`src/rtl/transposition_table_probe_store_top_defines.svh`:
```
// Assertion macros for the transposition table probe/store block.
// Used by the top level; the enclosing module must provide clk and rst_n.
`ifndef TRANSPOSITION_TABLE_PROBE_STORE_TOP_DEFINES_SVH
`define TRANSPOSITION_TABLE_PROBE_STORE_TOP_DEFINES_SVH

// Same-cycle implication, disabled while reset is asserted.
`define TTPS_ASSERT_NOW(label, ante, cons, msg) \
  label: assert property (@(posedge clk) disable iff (!rst_n) (ante) |-> (cons)) \
    else $error(msg);

// Next-cycle implication, disabled while reset is asserted.
`define TTPS_ASSERT_NEXT(label, ante, cons, msg) \
  label: assert property (@(posedge clk) disable iff (!rst_n) (ante) |=> (cons)) \
    else $error(msg);

`endif

```
`src/rtl/ttps_pkg.sv`:
```
// Shared types, constants and helpers for the transposition table block.
// No dependencies; every other .sv file in rtl refers to this package.
`timescale 1ns / 1ps

package ttps_pkg;

  // Table depth must be a power of two: the index is the low key bits.
  localparam int TABLE_ENTRIES = 4096;
  localparam int IDX_W         = $clog2(TABLE_ENTRIES);
  localparam int MAX_DEPTH     = 64;
  localparam int Q_DEPTH       = 2;

  localparam int KEY_W       = 64;
  localparam int MOVE_W      = 32;
  localparam int SCORE_W     = 16;
  localparam int DEPTH_W     = 6;
  localparam int PLY_W       = 6;
  localparam int THR_W       = 15;
  localparam int CNT_W       = 32;
  localparam int EXT_W       = 18;
  localparam int CFG_INDEX_W = 2;
  localparam int CFG_DATA_W  = 16;

  typedef enum logic [1:0] {
    OP_PROBE = 2'd0,
    OP_STORE = 2'd1,
    OP_MOVE  = 2'd2,
    OP_CLEAR = 2'd3
  } op_t;

  localparam logic [1:0] BOUND_UPPER = 2'd0;
  localparam logic [1:0] BOUND_LOWER = 2'd1;
  localparam logic [1:0] BOUND_EXACT = 2'd2;
  localparam logic [1:0] BOUND_NONE  = 2'd3;

  localparam logic [CFG_INDEX_W-1:0] CFG_MATE_THR = 2'd0;
  localparam logic [CFG_INDEX_W-1:0] CFG_WIN      = 2'd1;
  localparam logic [CFG_INDEX_W-1:0] CFG_LOSS     = 2'd2;

  localparam logic [THR_W-1:0]          RST_MATE_THR = 15'd29000;
  localparam logic [THR_W-1:0]          RST_WIN      = 15'd30000;
  localparam logic signed [SCORE_W-1:0] RST_LOSS     = -16'sd30000;

  typedef struct packed {
    op_t                        operation;
    logic [KEY_W-1:0]           hash_key;
    logic [MOVE_W-1:0]          move_word;
    logic signed [SCORE_W-1:0]  score_in;
    logic [1:0]                 bound_kind;
    logic [DEPTH_W-1:0]         search_depth;
    logic signed [SCORE_W-1:0]  alpha;
    logic signed [SCORE_W-1:0]  beta;
    logic [PLY_W-1:0]           ply;
  } in_t;

  typedef struct packed {
    logic                       key_match;
    logic                       score_usable;
    logic [MOVE_W-1:0]          move_out;
    logic signed [SCORE_W-1:0]  score_out;
    logic [CNT_W-1:0]           hit_total;
    logic [CNT_W-1:0]           new_write_total;
    logic [CNT_W-1:0]           overwrite_total;
  } out_t;

  typedef struct packed {
    logic [THR_W-1:0]           mate_thr;
    logic [THR_W-1:0]           win;
    logic signed [SCORE_W-1:0]  loss;
  } cfg_t;

  // Decoded command handed from the front end to the back end.
  typedef struct packed {
    op_t                        op;
    logic [KEY_W-1:0]           key;
    logic [MOVE_W-1:0]          move;
    logic signed [SCORE_W-1:0]  score;
    logic [1:0]                 bound;
    logic [DEPTH_W-1:0]         depth;
    logic signed [SCORE_W-1:0]  alpha;
    logic signed [SCORE_W-1:0]  beta;
    logic [PLY_W-1:0]           ply;
  } cmd_t;

  typedef struct packed {
    logic [KEY_W-1:0]           key;
    logic [MOVE_W-1:0]          move;
    logic signed [SCORE_W-1:0]  score;
    logic [1:0]                 bound;
    logic [DEPTH_W-1:0]         depth;
  } entry_t;

  localparam entry_t ENTRY_EMPTY = '{
    key:   '0,
    move:  '0,
    score: '0,
    bound: BOUND_NONE,
    depth: '0
  };

  function automatic logic signed [EXT_W-1:0] sext_score(
    input logic signed [SCORE_W-1:0] v
  );
    return EXT_W'(v);
  endfunction

  function automatic logic signed [EXT_W-1:0] zext_thr(input logic [THR_W-1:0] v);
    return $signed({{(EXT_W-THR_W){1'b0}}, v});
  endfunction

endpackage

```
`src/rtl/ttps_front.sv`:
```
// Front end: accepts input transactions, clamps store scores, saturates depth.
// Depends on ttps_pkg; feeds decoded commands into ttps_queue.
`timescale 1ns / 1ps

module ttps_front (
  input  logic             clk,
  input  logic             rst_n,
  input  logic             in_valid,
  output logic             in_stall,
  input  ttps_pkg::in_t    in_data,
  input  ttps_pkg::cfg_t   cfg,
  input  logic             init_busy,
  input  logic             q_full,
  output logic             q_push,
  output ttps_pkg::cmd_t   q_data
);

  logic                                valid_r;
  ttps_pkg::cmd_t                      cmd_r;
  ttps_pkg::cmd_t                      cmd_nxt;
  logic                                accept;
  logic signed [ttps_pkg::EXT_W-1:0]   thr_x;
  logic signed [ttps_pkg::EXT_W-1:0]   s_x;
  logic signed [ttps_pkg::EXT_W-1:0]   clamp_x;
  logic signed [ttps_pkg::SCORE_W-1:0] clamp_sc;

  assign in_stall = init_busy || (valid_r && q_full);
  assign accept   = in_valid && !in_stall;
  assign q_push   = valid_r && !q_full;
  assign q_data   = cmd_r;

  always_comb begin
    thr_x    = ttps_pkg::zext_thr(cfg.mate_thr);
    s_x      = ttps_pkg::sext_score(in_data.score_in);
    clamp_sc = in_data.score_in;
    // Winning mate scores first, then the losing test on what remains.
    if (s_x > thr_x) begin
      clamp_sc = $signed({1'b0, cfg.win});
    end
    clamp_x = ttps_pkg::sext_score(clamp_sc);
    if (clamp_x < -thr_x) begin
      clamp_sc = cfg.loss;
    end

    cmd_nxt.op    = in_data.operation;
    cmd_nxt.key   = in_data.hash_key;
    cmd_nxt.move  = in_data.move_word;
    cmd_nxt.score = clamp_sc;
    cmd_nxt.bound = in_data.bound_kind;
    cmd_nxt.alpha = in_data.alpha;
    cmd_nxt.beta  = in_data.beta;
    cmd_nxt.ply   = in_data.ply;
    if (32'(in_data.search_depth) > ttps_pkg::MAX_DEPTH - 1) begin
      cmd_nxt.depth = ttps_pkg::DEPTH_W'(ttps_pkg::MAX_DEPTH - 1);
    end else begin
      cmd_nxt.depth = in_data.search_depth;
    end
  end

  always_ff @(posedge clk) begin
    if (!rst_n) begin
      valid_r <= 1'b0;
    end else if (accept) begin
      valid_r <= 1'b1;
      cmd_r   <= cmd_nxt;
    end else if (q_push) begin
      valid_r <= 1'b0;
    end
  end

endmodule

```
`config.mk`:
```
export PLATFORM = sky130hd
export DESIGN_NAME = ttps_front
export DESIGN_NICKNAME = d
export VERILOG_FILES = /design/src/rtl/transposition_table_probe_store_top_defines.svh /design/src/rtl/ttps_pkg.sv /design/src/rtl/ttps_front.sv
export SDC_FILE = /design/constraint.sdc
export NUM_CORES = 1
export LEC_CHECK = 0
export BUFFER_PORTS_ARGS = -buffer_cell sky130_fd_sc_hd__buf_2
export CAP_MARGIN = 20
export CORE_AREA = 2 2 143 145
export CTS_CLUSTER_SIZE = 14
export DETAILED_ROUTE_END_ITERATION = 7
export DIE_AREA = 0 0 145 147
export HOLD_SLACK_MARGIN = 0.08
export PLACE_DENSITY = 0.66
export SLEW_MARGIN = 20
export SYNTH_ARGS = -nofsm -noshare
export SYNTH_HDL_FRONTEND = slang
export SYNTH_SLANG_ARGS = --single-unit
```
`constraint.sdc`:
```
create_clock -name clk -period 13.3 [get_ports clk]
set_input_delay 3.99 -clock clk [delete_from_list [all_inputs] [get_ports clk]]
set_output_delay 3.99 -clock clk [all_outputs]
set_load 0.1 [all_outputs]
```
# Word-level counts from Yosys, hierarchy flattened
# Cells that the tools add are included.
[classes]
addsub = 1
n_mul = 0
div_mod_pow = 0
order_cmp = 2
eq_ne = 0
shifts = 0
n_mux = 4
bitwise = 0
reduce_logical = 8
[ops]
columns = ["operator", "n"]
rows = [
  ["two-way mux 16 bit", 2],
  ["< comparator 16 x 18 -> 1 bit", 1],
  ["negation 15 -> 18 bit", 1],
  ["> comparator 16 bit", 1],
  ["logical AND 1 bit", 3],
  ["logical NOT 1 bit", 2],
  ["two-way mux 1 bit", 2],
  ["AND reduction 2 bit", 1],
  ["nonzero test 2 bit", 1],
  ["logical OR 1 bit", 1],
]
[word_totals]
regBits = 161
latch_bits = 0
ramBits = 0
mem_bits_ro = 0
out_inout_bits = 162
memories = 0

# Logic depth before layout (Yosys ltp)
[logic_depth]
ltp_word = 5
mapped_depth = 18

# Worst setup path after synthesis
# Ideal clock, no wire load.
[synth_timing]
kind = "input to register"
start = "input q_full"
end = "register cmd_r (netlist bit q_data[0]) (enable)"
setup_ps = 688
arrival_time_ps = 11342
slack_ps = 1269
cell_stages = 2
n_path_buf = 0
cell_sequence = "a21o_1 nor2_1"
[synth_via]
elab_chain_cells = 5
[synth_rtl]
columns = ["item", "line", "rtl"]
rows = [
  ["start: declaration", "ttps_front.sv:13", "input logic q_full,"],
  ["logical AND 1 bit", "ttps_front.sv:27", "assign in_stall = init_busy || (valid_r && q_full);"],
  ["logical OR 1 bit", "ttps_front.sv:27", ""],
  ["logical NOT 1 bit", "ttps_front.sv:28", "assign accept = in_valid && !in_stall;"],
  ["logical AND 1 bit", "ttps_front.sv:28", ""],
  ["AND reduction 2 bit (no source line)", "--", ""],
  ["end signal: assignment", "ttps_front.sv:65", "cmd_r <= cmd_nxt;"],
  ["end: declaration", "ttps_front.sv:19", "ttps_pkg::cmd_t cmd_r;"],
]
# No other way between the ends.
# A chain may end at the register's enable or synchronous reset.

# Final worst setup path
[layout_timing]
start = "input q_full"
end = "output in_stall"
[layout_via]
elab_chain_cells = 2
[layout_rtl]
columns = ["item", "line", "rtl"]
rows = [
  ["logical AND 1 bit", "ttps_front.sv:27", ""],
  ["logical OR 1 bit", "ttps_front.sv:27", ""],
  ["end: declaration", "ttps_front.sv:9", "output logic in_stall,"],
]
# No other way between the ends.

==> summary.md <==
| Metric | Value |
|---|---|
| Grt total ovfl | 0 |
| Clk buf depth | 2 |
| Num CTS Buffers | 17 |
| Sequential area share after synthesis | ~76% |
| CTS tree | done |
| Worst-margin pin slew | around 1000 ps |
| Slew headroom | 31.4% |
| Max VDD drop | 79.6 uV |
| Synth area leaders | edfxtp_1 75%, ha_1 6.5%, mux2_2 3.7% |
| Synth top cells by count | 160 x edfxtp_1, 33 x ha_1, 22 x inv_1, 21 x mux2_2, 11 x xnor2_1 |
| Global Route Usage Sum | 18.4% |
| Logic gate share of total power | 16.2% |
| Minimum clock period | 8680 ps |
| Critical Path Fanout Max | 3 |
| Sw Ratio | 29.9% |
| WHS | 521 ps |
| Crit path top cell by count | buf_2 |
| Post-CTS Hold Buffers | 0 |
| DR vias | 4576 |
| Synth Instances | 340 |
| Pwr per Cell Area | roughly 140 nW/um2 |
| Area leader, netlist | edfxtp_1 |
| Static Leak | 3.96 nW |
| Ys flop type | edfxtp_1 |
| Clk slew on worst S/H paths | 70 ps |
| Run status | complete, no violations |
| Via density | 4.51 |
| Final HPWL DP | 16.3 mm |
| DRT Pass-1 Iters | 4 |
| Detailed Route WL | 20.4 mm |
| Int Power | 0.905 mW |
| PortBufs | 372 |
| Die area | 21300 um2 |
| CP arrival | 4690 ps |
| Syn Nets | a little under 600 |
| Starting DRT DRC Count | about 200 |
| Io pins | 373 |
| Largest net degree at the start of global routing | 76 |
| Synthesis warning total | 0 |
| Slew Limit Fails | 0 |
| Library cells used by synthesis | 37 |
| Top cell type's share of synthesized area | 75.5% |
| CTS resizes | 0 |
| Die width | 145 um |
| Clock latency on the worst-skew pair | 420 ps |
| Wirelength per Cell | around 20 um |
| Startpoint class of the critical path | primary input |
| Share of power burned in registers | 44.9% |
| Initial antenna violation count | 6 |
| Tcrit/Tclk final | between 60% and 70% |
| Final setup fails | 0 |
| Starting Density | between 30% and 40% |
| Achievable Freq | 115 MHz |
| HP Class | flop to flop |
| Root Buffer | clkbuf_16 |
| Layout cell share with drive strength beyond 1 | 60.2% |
| Hold Vio Cnt, Final | 0 |
| FF+latch count, synth | 161 |
| Async set-reset flop share out of synthesis | 0% |
| Nets | slightly below 1k |
| WS Path Type | primary input to primary output |
| Setup Fix Bufs, Post-CTS | 0 |
| Cells after DPL | 981 |
| Crit-path cells | buf_2, a21o_1, buf_2 |
| Cell Count, Final, Fillers Out | 1015 |
| Post-route DRC | 0 |
| RSZ-0062 raised after global routing | no |
| First-pass GRT wire length | 28.7 mm |
| Antenna Violating Nets Remaining | 0 |
| Area growth syn-to-layout | 44.4% |
| Die height | 147 um |
| Required @ worst endpoint | between 9000 and 10000 ps |
| Core Rows | 52 |
| Syn Area/Cell | 18.7 um2 |
| Most numerous cell in the Yosys netlist | edfxtp_1 |
| Critical-path top delay cell | buf_2 |
| Max-cap viol count | 0 |
| Final Wtd Congestion | 0.867 |
| Setup TNS | 0 ps |
| CP Capture Type | primary output |
| Synthesized cell area | 6360 um2 |
| Clk sinks | approximately 160 |
| Post-layout util | a little under half |
| CTS H-Tree Depth | 4 |
| Setup Skew | 8.97 ps |
| Number of global-route vias before repair | around 4.6k |
| Max stage delay on crit path | between 400 and 500 ps |
| Number of synthesized flops with an enable pin | 160 |
| Core area | roughly 20000 um2 |
| Sw Pwr | 0.387 mW |
| Clk pwr share | 38.9% |
final cells by class:
cell class | count | area [um2]
clock inverter | 15 | 191
inverter | 22 | 82.6
antenna | 2 | 5.00
timing repair buffer | 375 | 1880
fill | 1794 | 10700
tap | 270 | 338
sequential | 161 | 4820
multi-input combinational | 153 | 1440
clock buffer | 17 | 425
state kept, by name (all words and copies together), names as in the netlist:
signal,count
q_data,160
valid_r,1
placed cells by master (no fill, tap or decap), types with 2 or more instances in the layout:
cell,instances
o21a_1,3
a211o_1,2
ha_1,33
diode_2,2
nand4_1,5
clkinv_4,3
clkbuf_16,17
mux2_2,21
buf_2,372
clkinv_8,4
edfxtp_1,160
mux2_4,10
buf_4,3
nor2b_1,3
inv_8,4
nor2_1,6
a31oi_1,3
inv_1,22
nand2_1,10
xnor2_1,11
nor3_1,6
o221ai_1,2
a21o_1,2
a21oi_1,10
nor4_1,5
o211ai_1,2
inv_6,2
nand3_1,4
per-stage QoR:
| step | setup slack (ps) | total power, mW | cell area [um2] |
|---|---|---|---|
| finish | 4620 | 1.29 | 9190 |
| global placement | 4550 | 0.799 | 8570 |
| detailed placement | 4450 | 0.801 | 8570 |
| global route | 4600 | 1.34 | 9190 |
| CTS | 4620 | 1.31 | 9190 |
| floorplan | 1270 | 0.745 | 6360 |
metal layers:
metal	vias to the layer above	GRT usage [%]	wire length, um
met5	-	0	52
met4	8	5.30	361
met3	28	7.30	1670
met2	208	31.6	10400
met1	2214	21.3	7930
li1	2118	-	-
power groups by stage:
stage                     Clock, mW  Combinational, mW  Sequential, mW
after floorplan                   0             0.0505           0.694
after global placement            0              0.208           0.591
after detailed placement          0              0.209           0.592
after CTS                     0.515              0.210           0.580
after global routing          0.536              0.220           0.581
final                         0.502              0.209           0.580
worst paths after layout:
check                        from                   end  slack, ps  cells after the start
max                        q_full              in_stall       4620                      3
min          valid_r$_SDFFE_PN0P_  valid_r$_SDFFE_PN0P_        520                      1
max reg2reg  valid_r$_SDFFE_PN0P_  q_data[20]$_DFFE_PP_      10670                      3
min reg2reg  valid_r$_SDFFE_PN0P_  valid_r$_SDFFE_PN0P_        520                      1
cell families (layout without fill, tap and decap cells):
logic type,Yosys count,in the layout,share of synthesized area [%]
compound gates,32,32,4.07
mux,31,31,6.07
simple gates,45,45,4.21
flops,161,161,75.8
fa+ha+maj,33,33,6.49
xor+xnor,12,12,1.65
other cells,0,2,0
buf+inv,26,429,1.71
worst max-delay path, delay by kind of cell:
kind / cells / cell delay (ps)
buffers and inverters: 2 / 540
AOI/OAI and AO/OA: 1 / 160
(Power assumes the default switching activity.)
