$ cat src/rtl/transposition_table_probe_store_top_defines.svh
// Assertion macros for the transposition table probe/store block.
// Used by the top level; the enclosing module must provide clk and rst_n.
`ifndef TRANSPOSITION_TABLE_PROBE_STORE_TOP_DEFINES_SVH
`define TRANSPOSITION_TABLE_PROBE_STORE_TOP_DEFINES_SVH

// Same-cycle implication, disabled while reset is asserted.
`define TTPS_ASSERT_NOW(label, ante, cons, msg) \
  label: assert property (@(posedge clk) disable iff (!rst_n) (ante) |-> (cons)) \
    else $error(msg);

// Next-cycle implication, disabled while reset is asserted.
`define TTPS_ASSERT_NEXT(label, ante, cons, msg) \
  label: assert property (@(posedge clk) disable iff (!rst_n) (ante) |=> (cons)) \
    else $error(msg);

`endif

$ cat src/rtl/ttps_pkg.sv
// Shared types, constants and helpers for the transposition table block.
// No dependencies; every other .sv file in rtl refers to this package.
`timescale 1ns / 1ps

package ttps_pkg;

  // Table depth must be a power of two: the index is the low key bits.
  localparam int TABLE_ENTRIES = 4096;
  localparam int IDX_W         = $clog2(TABLE_ENTRIES);
  localparam int MAX_DEPTH     = 64;
  localparam int Q_DEPTH       = 2;

  localparam int KEY_W       = 64;
  localparam int MOVE_W      = 32;
  localparam int SCORE_W     = 16;
  localparam int DEPTH_W     = 6;
  localparam int PLY_W       = 6;
  localparam int THR_W       = 15;
  localparam int CNT_W       = 32;
  localparam int EXT_W       = 18;
  localparam int CFG_INDEX_W = 2;
  localparam int CFG_DATA_W  = 16;

  typedef enum logic [1:0] {
    OP_PROBE = 2'd0,
    OP_STORE = 2'd1,
    OP_MOVE  = 2'd2,
    OP_CLEAR = 2'd3
  } op_t;

  localparam logic [1:0] BOUND_UPPER = 2'd0;
  localparam logic [1:0] BOUND_LOWER = 2'd1;
  localparam logic [1:0] BOUND_EXACT = 2'd2;
  localparam logic [1:0] BOUND_NONE  = 2'd3;

  localparam logic [CFG_INDEX_W-1:0] CFG_MATE_THR = 2'd0;
  localparam logic [CFG_INDEX_W-1:0] CFG_WIN      = 2'd1;
  localparam logic [CFG_INDEX_W-1:0] CFG_LOSS     = 2'd2;

  localparam logic [THR_W-1:0]          RST_MATE_THR = 15'd29000;
  localparam logic [THR_W-1:0]          RST_WIN      = 15'd30000;
  localparam logic signed [SCORE_W-1:0] RST_LOSS     = -16'sd30000;

  typedef struct packed {
    op_t                        operation;
    logic [KEY_W-1:0]           hash_key;
    logic [MOVE_W-1:0]          move_word;
    logic signed [SCORE_W-1:0]  score_in;
    logic [1:0]                 bound_kind;
    logic [DEPTH_W-1:0]         search_depth;
    logic signed [SCORE_W-1:0]  alpha;
    logic signed [SCORE_W-1:0]  beta;
    logic [PLY_W-1:0]           ply;
  } in_t;

  typedef struct packed {
    logic                       key_match;
    logic                       score_usable;
    logic [MOVE_W-1:0]          move_out;
    logic signed [SCORE_W-1:0]  score_out;
    logic [CNT_W-1:0]           hit_total;
    logic [CNT_W-1:0]           new_write_total;
    logic [CNT_W-1:0]           overwrite_total;
  } out_t;

  typedef struct packed {
    logic [THR_W-1:0]           mate_thr;
    logic [THR_W-1:0]           win;
    logic signed [SCORE_W-1:0]  loss;
  } cfg_t;

  // Decoded command handed from the front end to the back end.
  typedef struct packed {
    op_t                        op;
    logic [KEY_W-1:0]           key;
    logic [MOVE_W-1:0]          move;
    logic signed [SCORE_W-1:0]  score;
    logic [1:0]                 bound;
    logic [DEPTH_W-1:0]         depth;
    logic signed [SCORE_W-1:0]  alpha;
    logic signed [SCORE_W-1:0]  beta;
    logic [PLY_W-1:0]           ply;
  } cmd_t;

  typedef struct packed {
    logic [KEY_W-1:0]           key;
    logic [MOVE_W-1:0]          move;
    logic signed [SCORE_W-1:0]  score;
    logic [1:0]                 bound;
    logic [DEPTH_W-1:0]         depth;
  } entry_t;

  localparam entry_t ENTRY_EMPTY = '{
    key:   '0,
    move:  '0,
    score: '0,
    bound: BOUND_NONE,
    depth: '0
  };

  function automatic logic signed [EXT_W-1:0] sext_score(
    input logic signed [SCORE_W-1:0] v
  );
    return EXT_W'(v);
  endfunction

  function automatic logic signed [EXT_W-1:0] zext_thr(input logic [THR_W-1:0] v);
    return $signed({{(EXT_W-THR_W){1'b0}}, v});
  endfunction

endpackage

$ cat src/rtl/ttps_queue.sv
// Short FIFO of decoded commands between the front and back ends.
// Depends on ttps_pkg for the command type and depth.
`timescale 1ns / 1ps

module ttps_queue (
  input  logic            clk,
  input  logic            rst_n,
  input  logic            push,
  input  ttps_pkg::cmd_t  push_data,
  input  logic            pop,
  output logic            full,
  output logic            valid,
  output ttps_pkg::cmd_t  pop_data
);

  localparam int PTR_W = (ttps_pkg::Q_DEPTH > 1) ? $clog2(ttps_pkg::Q_DEPTH) : 1;
  localparam int CNT_W = $clog2(ttps_pkg::Q_DEPTH + 1);

  ttps_pkg::cmd_t   slot_r [ttps_pkg::Q_DEPTH];
  logic [PTR_W-1:0] wr_ptr_r;
  logic [PTR_W-1:0] rd_ptr_r;
  logic [CNT_W-1:0] count_r;
  logic             do_push;
  logic             do_pop;

  assign full     = (count_r == CNT_W'(ttps_pkg::Q_DEPTH));
  assign valid    = (count_r != '0);
  assign pop_data = slot_r[rd_ptr_r];
  assign do_push  = push && !full;
  assign do_pop   = pop && valid;

  always_ff @(posedge clk) begin
    if (!rst_n) begin
      wr_ptr_r <= '0;
      rd_ptr_r <= '0;
      count_r  <= '0;
    end else begin
      if (do_push) begin
        slot_r[wr_ptr_r] <= push_data;
        wr_ptr_r <= (wr_ptr_r == PTR_W'(ttps_pkg::Q_DEPTH - 1)) ? '0 : wr_ptr_r + 1'b1;
      end
      if (do_pop) begin
        rd_ptr_r <= (rd_ptr_r == PTR_W'(ttps_pkg::Q_DEPTH - 1)) ? '0 : rd_ptr_r + 1'b1;
      end
      if (do_push && !do_pop) begin
        count_r <= count_r + 1'b1;
      end else if (do_pop && !do_push) begin
        count_r <= count_r - 1'b1;
      end
    end
  end

endmodule

$ cat config.mk
export PLATFORM = sky130hd
export DESIGN_NAME = ttps_queue
export DESIGN_NICKNAME = d
export VERILOG_FILES = /design/src/rtl/transposition_table_probe_store_top_defines.svh /design/src/rtl/ttps_pkg.sv /design/src/rtl/ttps_queue.sv
export SDC_FILE = /design/constraint.sdc
export NUM_CORES = 1
export LEC_CHECK = 0
export ABC_AREA = 0
export BUFFER_PORTS_ARGS = -buffer_cell sky130_fd_sc_hd__clkbuf_2
export CORE_AREA = 2 2 181 165
export DETAILED_ROUTE_END_ITERATION = 16
export DIE_AREA = 0 0 183 167
export PLACE_DENSITY_LB_ADDON = 0.08
export SLEW_MARGIN = 5
export SYNTH_ARGS = -nofsm -noshare
export SYNTH_HDL_FRONTEND = slang
export SYNTH_SLANG_ARGS = --single-unit
export TNS_END_PERCENT = 20
$ cat constraint.sdc
create_clock -name clk -period 19.14 [get_ports clk]
set_input_delay 0.957 -clock clk [delete_from_list [all_inputs] [get_ports clk]]
set_output_delay 0.957 -clock clk [all_outputs]
set_load 0.02 [all_outputs]
==> Word level (Yosys, flattened, before mapping) <==
Memory sizes are Yosys's and may differ from the RTL's. A register that Yosys moved wholly into a read port is not among the register bits.
Index checks and enable logic that the tools add are counted.
{ "totals": {"ff_bits": 4, "ramBits": 320, "out_inout_bits": 162, "word_cells": 27, "mem_count": 1} }
{ "mem_list": {"columns": ["name", "words", "word_bits", "read_ports", "rd_ports_with_merged_regs", "write_ports", "line", "source"], "rows": [
  ["slot_r", 2, 160, 1, 1, 1, "ttps_queue.sv:19", "ttps_pkg::cmd_t slot_r [ttps_pkg::Q_DEPTH];"]
]} }
{ "classes": {"n_addsub": 4, "eq_ne": 1, "muxes": 9, "n_reduce_logical": 9} }
{ "ops": {"columns": ["operator", "count"], "rows": [
  ["$mux 1", 7],
  ["$logic_and 1x1->1", 4],
  ["$mux 2", 2],
  ["$reduce_bool 2->1", 2],
  ["$logic_not 1->1", 3],
  ["$add 1x1->1 const B", 2],
  ["$add 2x1->2 const B", 1],
  ["$eq 2x2->1 const B", 1],
  ["$sub 2x1->2 const B", 1]
]} }

==> Longest topological paths before layout <==
Gate-level depths: netlist of the first run.
{ "logic_depth": {"word_depth": 7, "ltp_mapped": 6, "ltp_nobuf": 6} }

==> Worst setup path before layout of the first run <==
OpenSTA, ideal clock, no wires.
{ "synth_timing": {"path_type": "input to register", "start": "input port push", "end": "memory slot_r[0][0] in the netlist's numbering, enable pin", "setup_time_ns": 1.128, "arrival_time_ns": 17.350, "setup_slack_ns": 0.662, "path_stages": 2, "path_cell_list": "inv_1 -> nor4b_1"} }
{ "synth_between": {"elab_chain_len": 4} }
{ "synth_rtl": {"columns": ["item", "line", "source"], "rows": [
  ["from (decl)", "ttps_queue.sv:8", "input logic push,"],
  ["$logic_and 1x1->1", "ttps_queue.sv:29", "assign do_push = push && !full;"],
  ["$mux 1", "ttps_queue.sv:38", "if (do_push) begin"],
  ["$mux 1", "ttps_queue.sv:33", "if (!rst_n) begin"],
  ["$mux 1 (implied by the code)", "ttps_queue.sv:39", "slot_r[wr_ptr_r] <= push_data;"],
  ["to (decl)", "ttps_queue.sv:19", null]
]} }
Every way passes these cells.

==> reports/results.txt, run 1 <==
Class of the most critical setup path: reg2out
Post-synth top area share: 0.788
FILL cells: 2329
Sequential Area: 0.00971 mm^2
Post-cts gate resize count: 0
Aggregate global-route resource usage: 0.155
Maximum count of clock buffers along a single path: 3
Leakage: 5.87 nW
Tightest Pin Transition: 1120 ps
Skew-Pair Late Insertion Delay: 500 ps
Routed wirelength normalized by instance count: 19.3 um
Most used standard cells in the synthesized netlist: edfxtp_1 (320), mux2_4 (100), mux2_2 (60)
DPL Wire Length: 16700 um
Final worst slack: 15110 ps
Top achievable clock speed: 248 MHz
Most instantiated flip-flop cell in the synthesis netlist: edfxtp_1
Routability congestion estimate: 0.736
Setup Total Neg Slack: 0 ps
Result of the run: completed
Worst setup skew after layout: 9.61 ps
Post-synthesis sequential area ratio: 0.797
Proportion of layout cells with a drive suffix above 1: 0.604
Final Total Pwr: 1.99 mW
Floorplan row count: 59
WP data arrival: 3070 ps
Die boundary height: 167 um
Number of enable flip-flop cells after synthesis: 320
Total power per unit cell area: 130 mW/mm^2
Signed area change from the synthesized netlist to the final layout: 24.9%
Dpl ws: 15570 ps
Final Core Density: 0.532
Smallest hold slack: 525 ps
Final setup violation count: 0
Number of instances on the worst hold path: 2
FF-to-FF End: slot_r[0][103]
Crit path required time: 18180 ps
Total CTS buffers: 35
Final global-route overflow total: 0
Slack of the worst reg-to-reg path: 16590 ps
Hold bufs inserted after CTS: 0
Die width: 183 um
Hold Violations, Final: 0
I/O pin count: 326
Unrepaired setup endpoints after global routing: false
Distinct cells, synth: 20
Minimum clock period after layout: 4030 ps
Number of levels the H-tree was split into: 2
Final clock period utilization by the worst path: 0.210
Reg2reg path depth: 4
Critical Path Source Type: register
Quantity of I/O buffers inserted on ports: 325
Most common cell in the synthesized netlist: edfxtp_1
Worst Hold Path EP: count_r[1]
Cell count after synthesis: 523
Maximum number of pins on one net before global-route repair: 72
Clock tree from TritonCTS: built
First-pass GRT wire length: 35800 um
Number of register bits inferred by synthesis: 325
Vias in the first global route: 6370
Number of antenna-violating nets in the routed design: 0
Die outline area: 0.0306 mm^2
Residual DRC: 0
Clock sink total: 325
Net count after synthesis: 688
Final Routed Wirelength: 24400 um
Max capacitance violation total: 0
Dominant cell type by area after synthesis: edfxtp_1
Post-DR vias/cell: 4.75
Relative slew slack: 0.252
Maximum fanout along the worst path: 71
Number of pins with negative max-slew slack in the final report: 0
Master cell of the clock root buffer: clkbuf_16
Number of nets in the layout: 1039
Effective utilization at floorplan: 0.426
Class of the tightest hold or removal check: reg2reg
Critical path endpoint category: primary output
YS warnings: 0
Largest cells by area after synthesis: edfxtp_1 (79%), mux2_4 (12%), mux2_2 (5.5%), buf_6 (1.1%), dfxtp_1 (0.82%)
Hold Path Origin: count_r[1]
Post-CTS clock slew at the launch and capture registers of the worst setup and hold paths: 60 ps
Reg-to-reg critical path startpoint: count_r[0]
DRC violation total after the first TritonRoute iteration: 327
Antenna violations before repair: 2
Netlist Area Pre-Place: 0.0122 mm^2
Maximum vdd drop: 0.0000987 V
FFs w/ async S/R, synth: 0
Area of the multi-input gates: 0.00232 mm^2
Detailed Routing Iterations Pass 1: 4
Buffers inserted by post-CTS timing repair: 0
Synth Area per Inst: 23.3 um^2
Number of vias after detailed routing: 5999
Core Region: 0.0286 mm^2
## per-layer routing
metal,up-vias,global-route usage,routed length (um),share of wire
met5,-,0,13,0.00053
met4,2,0.0591,711,0.029
met3,53,0.0614,2390,0.098
met1,2916,0.182,9490,0.39
met2,245,0.257,11800,0.48
li1,2783,-,-,-
## cells in the final DEF, fill, tap and decap left out, drive strengths merged
| cell | n |
|---|---|
| nor4b | 1 |
| dfxtp | 5 |
| xnor2 | 2 |
| diode | 1 |
| nor2 | 1 |
| clkinv | 16 |
| edfxtp | 320 |
| xor2 | 1 |
| and3 | 1 |
| a21boi | 2 |
| or2 | 1 |
| o21ai | 3 |
| and2 | 3 |
| inv | 1 |
| buf | 7 |
| bufinv | 1 |
| or3 | 2 |
| ha | 1 |
| mux2 | 160 |
| clkbuf | 368 |
| nor2b | 1 |
## through the flow
step / instance area, um^2 / cells
detailed placement: 14200 / 1203
CTS: 15200 / 1263
floorplan: 12200 / 523
global placement: 14200 / 1203
finish: 15200 / 1264
global route: 15200 / 1264
## registers in the layout, summed over array words and instances, names as in the netlist, named ones only
name	flops
rd_ptr_r	1
wr_ptr_r	1
count_r	2
slot_r	320
## cells by family (layout without fill, tap and decap cells)
family,Yosys count,count (layout),synth area share
multiplexers,160,160,0.179
AO/OA/AOI/OAI,5,5,0.00246
buffers and inverters,19,393,0.0139
other,0,1,0
AND/OR/NAND/NOR,10,10,0.00534
adder cells (fa/ha/maj),1,1,0.00103
flip-flops,325,325,0.797
XOR/XNOR,3,3,0.00216
## power by group
part	internal, mW	switching [mW]
Combinational	0.220	0.268
Clock	0.363	0.250
Sequential	0.847	0.0387
## area by class of cell
| type | count | share of cell area |
|---|---|---|
| diodes | 1 | 0.000164 |
| multi-input cells | 179 | 0.153 |
| clock buffers | 43 | 0.0623 |
| repair buffers | 332 | 0.110 |
| flip-flops and latches | 325 | 0.638 |
| inverters | 1 | 0.000247 |
| well taps | 366 | 0.0301 |
| clock inverters | 17 | 0.00649 |
## worst max-delay path, cell delays in order (launching register included)
cell,delay (ps)
dfxtp_4,1080
buf_4,880
mux2_4,360
clkbuf_2,170
## how the worst max path moves through the flow
stage	endpoint	cells after the start
5_1_grt	pop_data[57]	3
4_1_cts	pop_data[57]	3
2_1_floorplan	slot_r[0][0]	2
6_report	pop_data[57]	3
3_3_place_gp	pop_data[57]	3
3_5_place_dp	pop_data[57]	3
Power figures use the tool's default switching activity.
==> run 2: changes to the inputs <==
- clock period: 19.14 -> 3.95 ns (I/O delays scaled with it)
==> run 2 against run 1 <==
Sequential share of layout area shrank 6.4 points. First-iteration DRC count shrank 3.7%. Via count grew 9.7%.
==> reports/results.txt, run 2 (synthesis results as in run 1) <==
Top flop regs: slot_r (320), count_r (2)
Critical Path Source Type: register
DRC violation total after the first TritonRoute iteration: 315 (-3.7%)
Effective utilization at floorplan: 0.426 (unchanged)
Worst setup skew after layout: 8.62 ps (-0.988 ps)
Residual DRC: 0 (unchanged)
Signed area change from the synthesized netlist to the final layout: 38.9%
Post-DR vias/cell: 4.62 (-2.7%)
Minimum clock period after layout: 2610 ps
Leakage: 6.57 nW (+12%)
Detailed Routing Iterations Pass 1: 4 (unchanged)
First-pass GRT wire length: 38000 um (+6.1%)
Final clock period utilization by the worst path: 0.662
Number of flip-flops under the largest register name: 320 (unchanged)
Vias in the first global route: 6960 (+9.3%)
Reg2reg path depth: 4 (unchanged)
Die boundary height: 167 um (unchanged)
Skew-Pair Late Insertion Delay: 500 ps (about the same)
Final setup violation count: 0 (unchanged)
Total CTS buffers: 35 (unchanged)
Critical path endpoint category: primary output
Routability congestion estimate: 0.727 (-1.3%)
Maximum fanout along the worst path: 56 (-21%)
Register containing the most flip-flops in the final layout: slot_r
Clock sink total: 325 (unchanged)
Standard cell area after detailed placement: 0.0142 mm^2 (+0.47%)
Final Routed Wirelength: 25400 um (+4.1%)
Class of the most critical setup path: reg2out
Number of pins with negative max-slew slack in the final report: 0 (unchanged)
Maximum vdd drop: 0.000361 V (+270%)
Final global-route overflow total: 0 (unchanged)
Area of all placed cells without fillers: 0.0169 mm^2 (+11%)
Crit path required time: 3750 ps (-14430 ps)
Number of levels the H-tree was split into: 2 (unchanged)
Reg-to-reg critical path startpoint: count_r[1]
Result of the run: completed
Commonest cells after routing, fill and taps aside: clkbuf_2 (325), edfxtp_1 (320), dlygate4sd3_1 (161)
Number of vias after detailed routing: 6579 (+9.7%)
Unrepaired setup endpoints after global routing: false
Antenna violations before repair: 1 (-1)
Number of instances on the worst hold path: 4 (+2)
WP data arrival: 2420 ps (-650 ps)
Top achievable clock speed: 383 MHz
Routed wirelength normalized by instance count: 17.8 um (-7.7%)
Hold Violations, Final: 0 (unchanged)
Tightest Pin Transition: 957 ps (-165 ps)
Buffers inserted by post-CTS timing repair: 0 (unchanged)
Die outline area: 0.0306 mm^2 (unchanged)
Relative slew slack: 0.362 (+0.110)
Maximum count of clock buffers along a single path: 3 (unchanged)
Total power per unit cell area: 583 mW/mm^2 (+350%)
Master cell of the clock root buffer: clkbuf_16
Max capacitance violation total: 0 (unchanged)
Most frequent standard cell in the layout excluding fill and tap cells: clkbuf_2
Clock tree from TritonCTS: built
Maximum number of pins on one net before global-route repair: 91 (+26%)
I/O pin count: 326 (unchanged)
Core Region: 0.0286 mm^2 (unchanged)
Post-CTS clock slew at the launch and capture registers of the worst setup and hold paths: 60 ps (about the same)
Class of the tightest hold or removal check: in2reg
Final Total Pwr: 9.87 mW (+400%)
Hold Path Origin: push
Proportion of layout cells with a drive suffix above 1: 0.515 (-0.0891)
Floorplan row count: 59 (unchanged)
Number of nets in the layout: 1200 (+15%)
Aggregate global-route resource usage: 0.161 (+0.00544)
Quantity of I/O buffers inserted on ports: 325 (unchanged)
Number of antenna-violating nets in the routed design: 0 (unchanged)
Die width: 183 um (unchanged)
[run 2: power by group]
group | leakage (nW) | internal [mW] | switching [mW] | total [mW]
sequential | 2.97 | 4.10 | 0.155 | 4.26
clock | 0.526 | 1.84 | 1.22 | 3.05
combinational | 3.07 | 1.18 | 1.38 | 2.56
total | 6.57 | 7.12 | 2.75 | 9.87
[run 2: repair_timing]
item	4_1_cts	5_1_grt
setup endpoints to repair	0	0
resized for setup	0	0
hold buffers	161	0
hold endpoints to repair	324	0
[run 2: final timing paths]
path               endpoint  slack (ps)
min                wr_ptr_r         140
max reg2reg  slot_r[1][155]        1880
max            pop_data[60]        1340
min reg2reg      count_r[1]         540
[run 2: stage by stage]
step           utilization  cells  setup WS [ps]  hold slack [ps]  setup TNS (ps)
6_report             0.591   1425           1340              138               0
3_5_place_dp         0.497   1203           1800              390               0
3_3_place_gp         0.497   1203           1830              386               0
4_1_cts              0.591   1424           1270              115               0
2_1_floorplan            -    523          -2120              296         -486120
5_1_grt              0.591   1425           1190              147               0
[run 2: worst max-delay path, cell delays in order, from the launching register on]
cell,delay [ps]
dfxtp_4,880
buf_12,440
mux2_4,350
clkbuf_2,160
[run 2: routing by layer]
metal / vias up / global-route usage / routed length [um]
met3: 43 / 0.0540 / 2020
met5: - / 0 / 0
met1: 3173 / 0.192 / 10300
li1: 3119 / - / -
met2: 244 / 0.276 / 12500
met4: 0 / 0.0470 / 527
[run 2: area by class of cell]
class	instances	area, um^2
multi-input cells	179	2340
flip-flops and latches	325	9720
repair buffers	493	3340
fillers	2167	11700
clock inverters	13	113
diodes	1	2.50
clock buffers	47	963
well taps	366	458
inverters	1	3.75
==> run 3: changes to the inputs <==
- clock period: 3.95 -> 2.45 ns (I/O delays scaled with it)
==> run 3 against run 2 <==
Global-route usage up 0.10 points. Cell count barely moved. Critical path depth is the same. Combinational power is 68% higher. Final area is 0.21% higher.
==> reports/results.txt, run 3 (synthesis results as in run 1) <==
First-pass GRT wire length: 38400 um (+0.96%)
Maximum number of pins on one net before global-route repair: 88 (-3.3%)
I/O pin count: 326 (unchanged)
Critical path endpoint category: primary output
Commonest cells after routing, fill and taps aside: clkbuf_2 (325), edfxtp_1 (320), dlygate4sd3_1 (161)
DPL Wire Length: 16100 um
Area of all placed cells without fillers: 0.0170 mm^2 (+0.21%)
Aggregate global-route resource usage: 0.162 (+0.00104)
Final Routed Wirelength: 25300 um (-0.41%)
Core Region: 0.0286 mm^2 (unchanged)
Number of levels the H-tree was split into: 2 (unchanged)
Hold Violations, Final: 0 (unchanged)
Number of antenna-violating nets in the routed design: 0 (unchanged)
Die boundary height: 167 um (unchanged)
Maximum fanout along the worst path: 76 (+36%)
DRC violation total after the first TritonRoute iteration: 324 (+2.9%)
Signed area change from the synthesized netlist to the final layout: 39.2%
Number of vias after detailed routing: 6619 (+0.61%)
Number of pins with negative max-slew slack in the final report: 0 (unchanged)
Top flop regs: slot_r (320), count_r (2)
Standard cell area after detailed placement: 0.0143 mm^2 (+0.32%)
Hold Path Origin: push
Final setup violation count: 0 (unchanged)
Residual DRC: 0 (unchanged)
Routed wirelength normalized by instance count: 17.7 um (-0.48%)
Final clock period utilization by the worst path: 0.835
Top achievable clock speed: 489 MHz
Relative slew slack: 0.602 (+0.240)
Routability congestion estimate: 0.754 (+3.8%)
Proportion of layout cells with a drive suffix above 1: 0.511 (-0.00426)
Quantity of I/O buffers inserted on ports: 325 (unchanged)
Die width: 183 um (unchanged)
FF-to-FF End: slot_r[1][83]
Class of the most critical setup path: reg2out
Register containing the most flip-flops in the final layout: slot_r
Unrepaired setup endpoints after global routing: false
Vias in the first global route: 7191 (+3.3%)
Met2 track demand over resource: 0.274 (-0.00198)
Effective utilization at floorplan: 0.426 (unchanged)
Number of nets in the layout: 1201 (+0.083%)
Tightest Pin Transition: 597 ps (-360 ps)
Reg2reg path depth: 4 (unchanged)
Total power per unit cell area: 938 mW/mm^2 (+61%)
Post-CTS clock slew at the launch and capture registers of the worst setup and hold paths: 60 ps (about the same)
Maximum count of clock buffers along a single path: 3 (unchanged)
Antenna violations before repair: 1 (unchanged)
Critical Path Source Type: register
Global-route met3 utilization: 0.0523 (-0.00175)
Smallest hold slack: 73.0 ps (-65.4 ps)
Setup Total Neg Slack: 0 ps (unchanged)
Final global-route overflow total: 0 (unchanged)
Most frequent standard cell in the layout excluding fill and tap cells: clkbuf_2
WP data arrival: 1920 ps (-500 ps)
Final Total Pwr: 15.9 mW (+61%)
Skew-Pair Late Insertion Delay: 500 ps (about the same)
Die outline area: 0.0306 mm^2 (unchanged)
Total CTS buffers: 35 (unchanged)
Worst setup skew after layout: 13.2 ps (+4.59 ps)
Maximum vdd drop: 0.000676 V (+87%)
Crit path required time: 2330 ps (-1420 ps)
Master cell of the clock root buffer: clkbuf_16
Class of the tightest hold or removal check: in2reg
Number of flip-flops under the largest register name: 320 (unchanged)
Top Usage Layer GRT: met2
Clock tree from TritonCTS: built
Minimum clock period after layout: 2050 ps
Slack of the worst reg-to-reg path: 610 ps (-1270 ps)
Routing usage on met1: 0.194 (+0.00207)
Post-DR vias/cell: 4.64 (+0.54%)
FILL cells: 2207 (+1.8%)
Reg-to-reg critical path startpoint: count_r[1]
Max capacitance violation total: 0 (unchanged)
Clock sink total: 325 (unchanged)
Leakage: 6.58 nW (about the same)
Number of instances on the worst hold path: 4 (unchanged)
Result of the run: completed
Floorplan row count: 59 (unchanged)
Detailed Routing Iterations Pass 1: 4 (unchanged)
Worst Hold Path EP: wr_ptr_r
## run 3: worst max-delay path, stage by stage, from the launching register on
cell	delay [ps]
dfxtp_4	380
buf_12	450
mux2_4	360
clkbuf_2	170
## run 3: metrics by stage
step | util | instances | setup slack, ps
floorplan | - | 523 | -3620
global route | 0.592 | 1426 | 323
CTS | 0.592 | 1425 | 362
finish | 0.592 | 1426 | 403
global placement | 0.499 | 1204 | 708
detailed placement | 0.499 | 1204 | 638
## run 3: layout make-up
cell class | count | area [um^2] | share of cell area
repair buffers | 494 | 3390 | 0.200
multi-input cells | 179 | 2340 | 0.138
inverters | 1 | 3.75 | 0.000221
clock buffers | 48 | 967 | 0.0570
diodes | 1 | 2.50 | 0.000147
flip-flops and latches | 325 | 9720 | 0.573
well taps | 366 | 458 | 0.0270
clock inverters | 12 | 100 | 0.00590
## run 3: timing repair
action	in CTS	in global routing
hold buffers	161	0
resized for setup	0	0
setup buffers	0	0
endpoints found under the hold margin	325	0
## run 3: where the power goes
group	leakage (nW)	switching (mW)	internal [mW]
clock	0.518	1.95	2.95
combinational	3.09	2.36	1.93
sequential	2.97	0.122	6.61
total	6.58	4.43	11.5
## run 3: worst max path at each step
stage	start	endpoint	depth (start not counted)	slack, ps
6_report	register	pop_data[92]	3	400
5_1_grt	register	pop_data[92]	3	320
4_1_cts	register	pop_data[92]	3	360
3_5_place_dp	count_r[1]	slot_r[1][86]	4	640
3_3_place_gp	count_r[1]	slot_r[1][86]	4	710
2_1_floorplan	count_r[1]	slot_r[0][0]	2	-3620
## run 3: metal layers
metal  vias to the layer above  routed length (um)
met5                         -                   0
met4                         0                 669
met3                        51                2010
met2                       250               12400
met1                      3209               10200
li1                       3109                   -
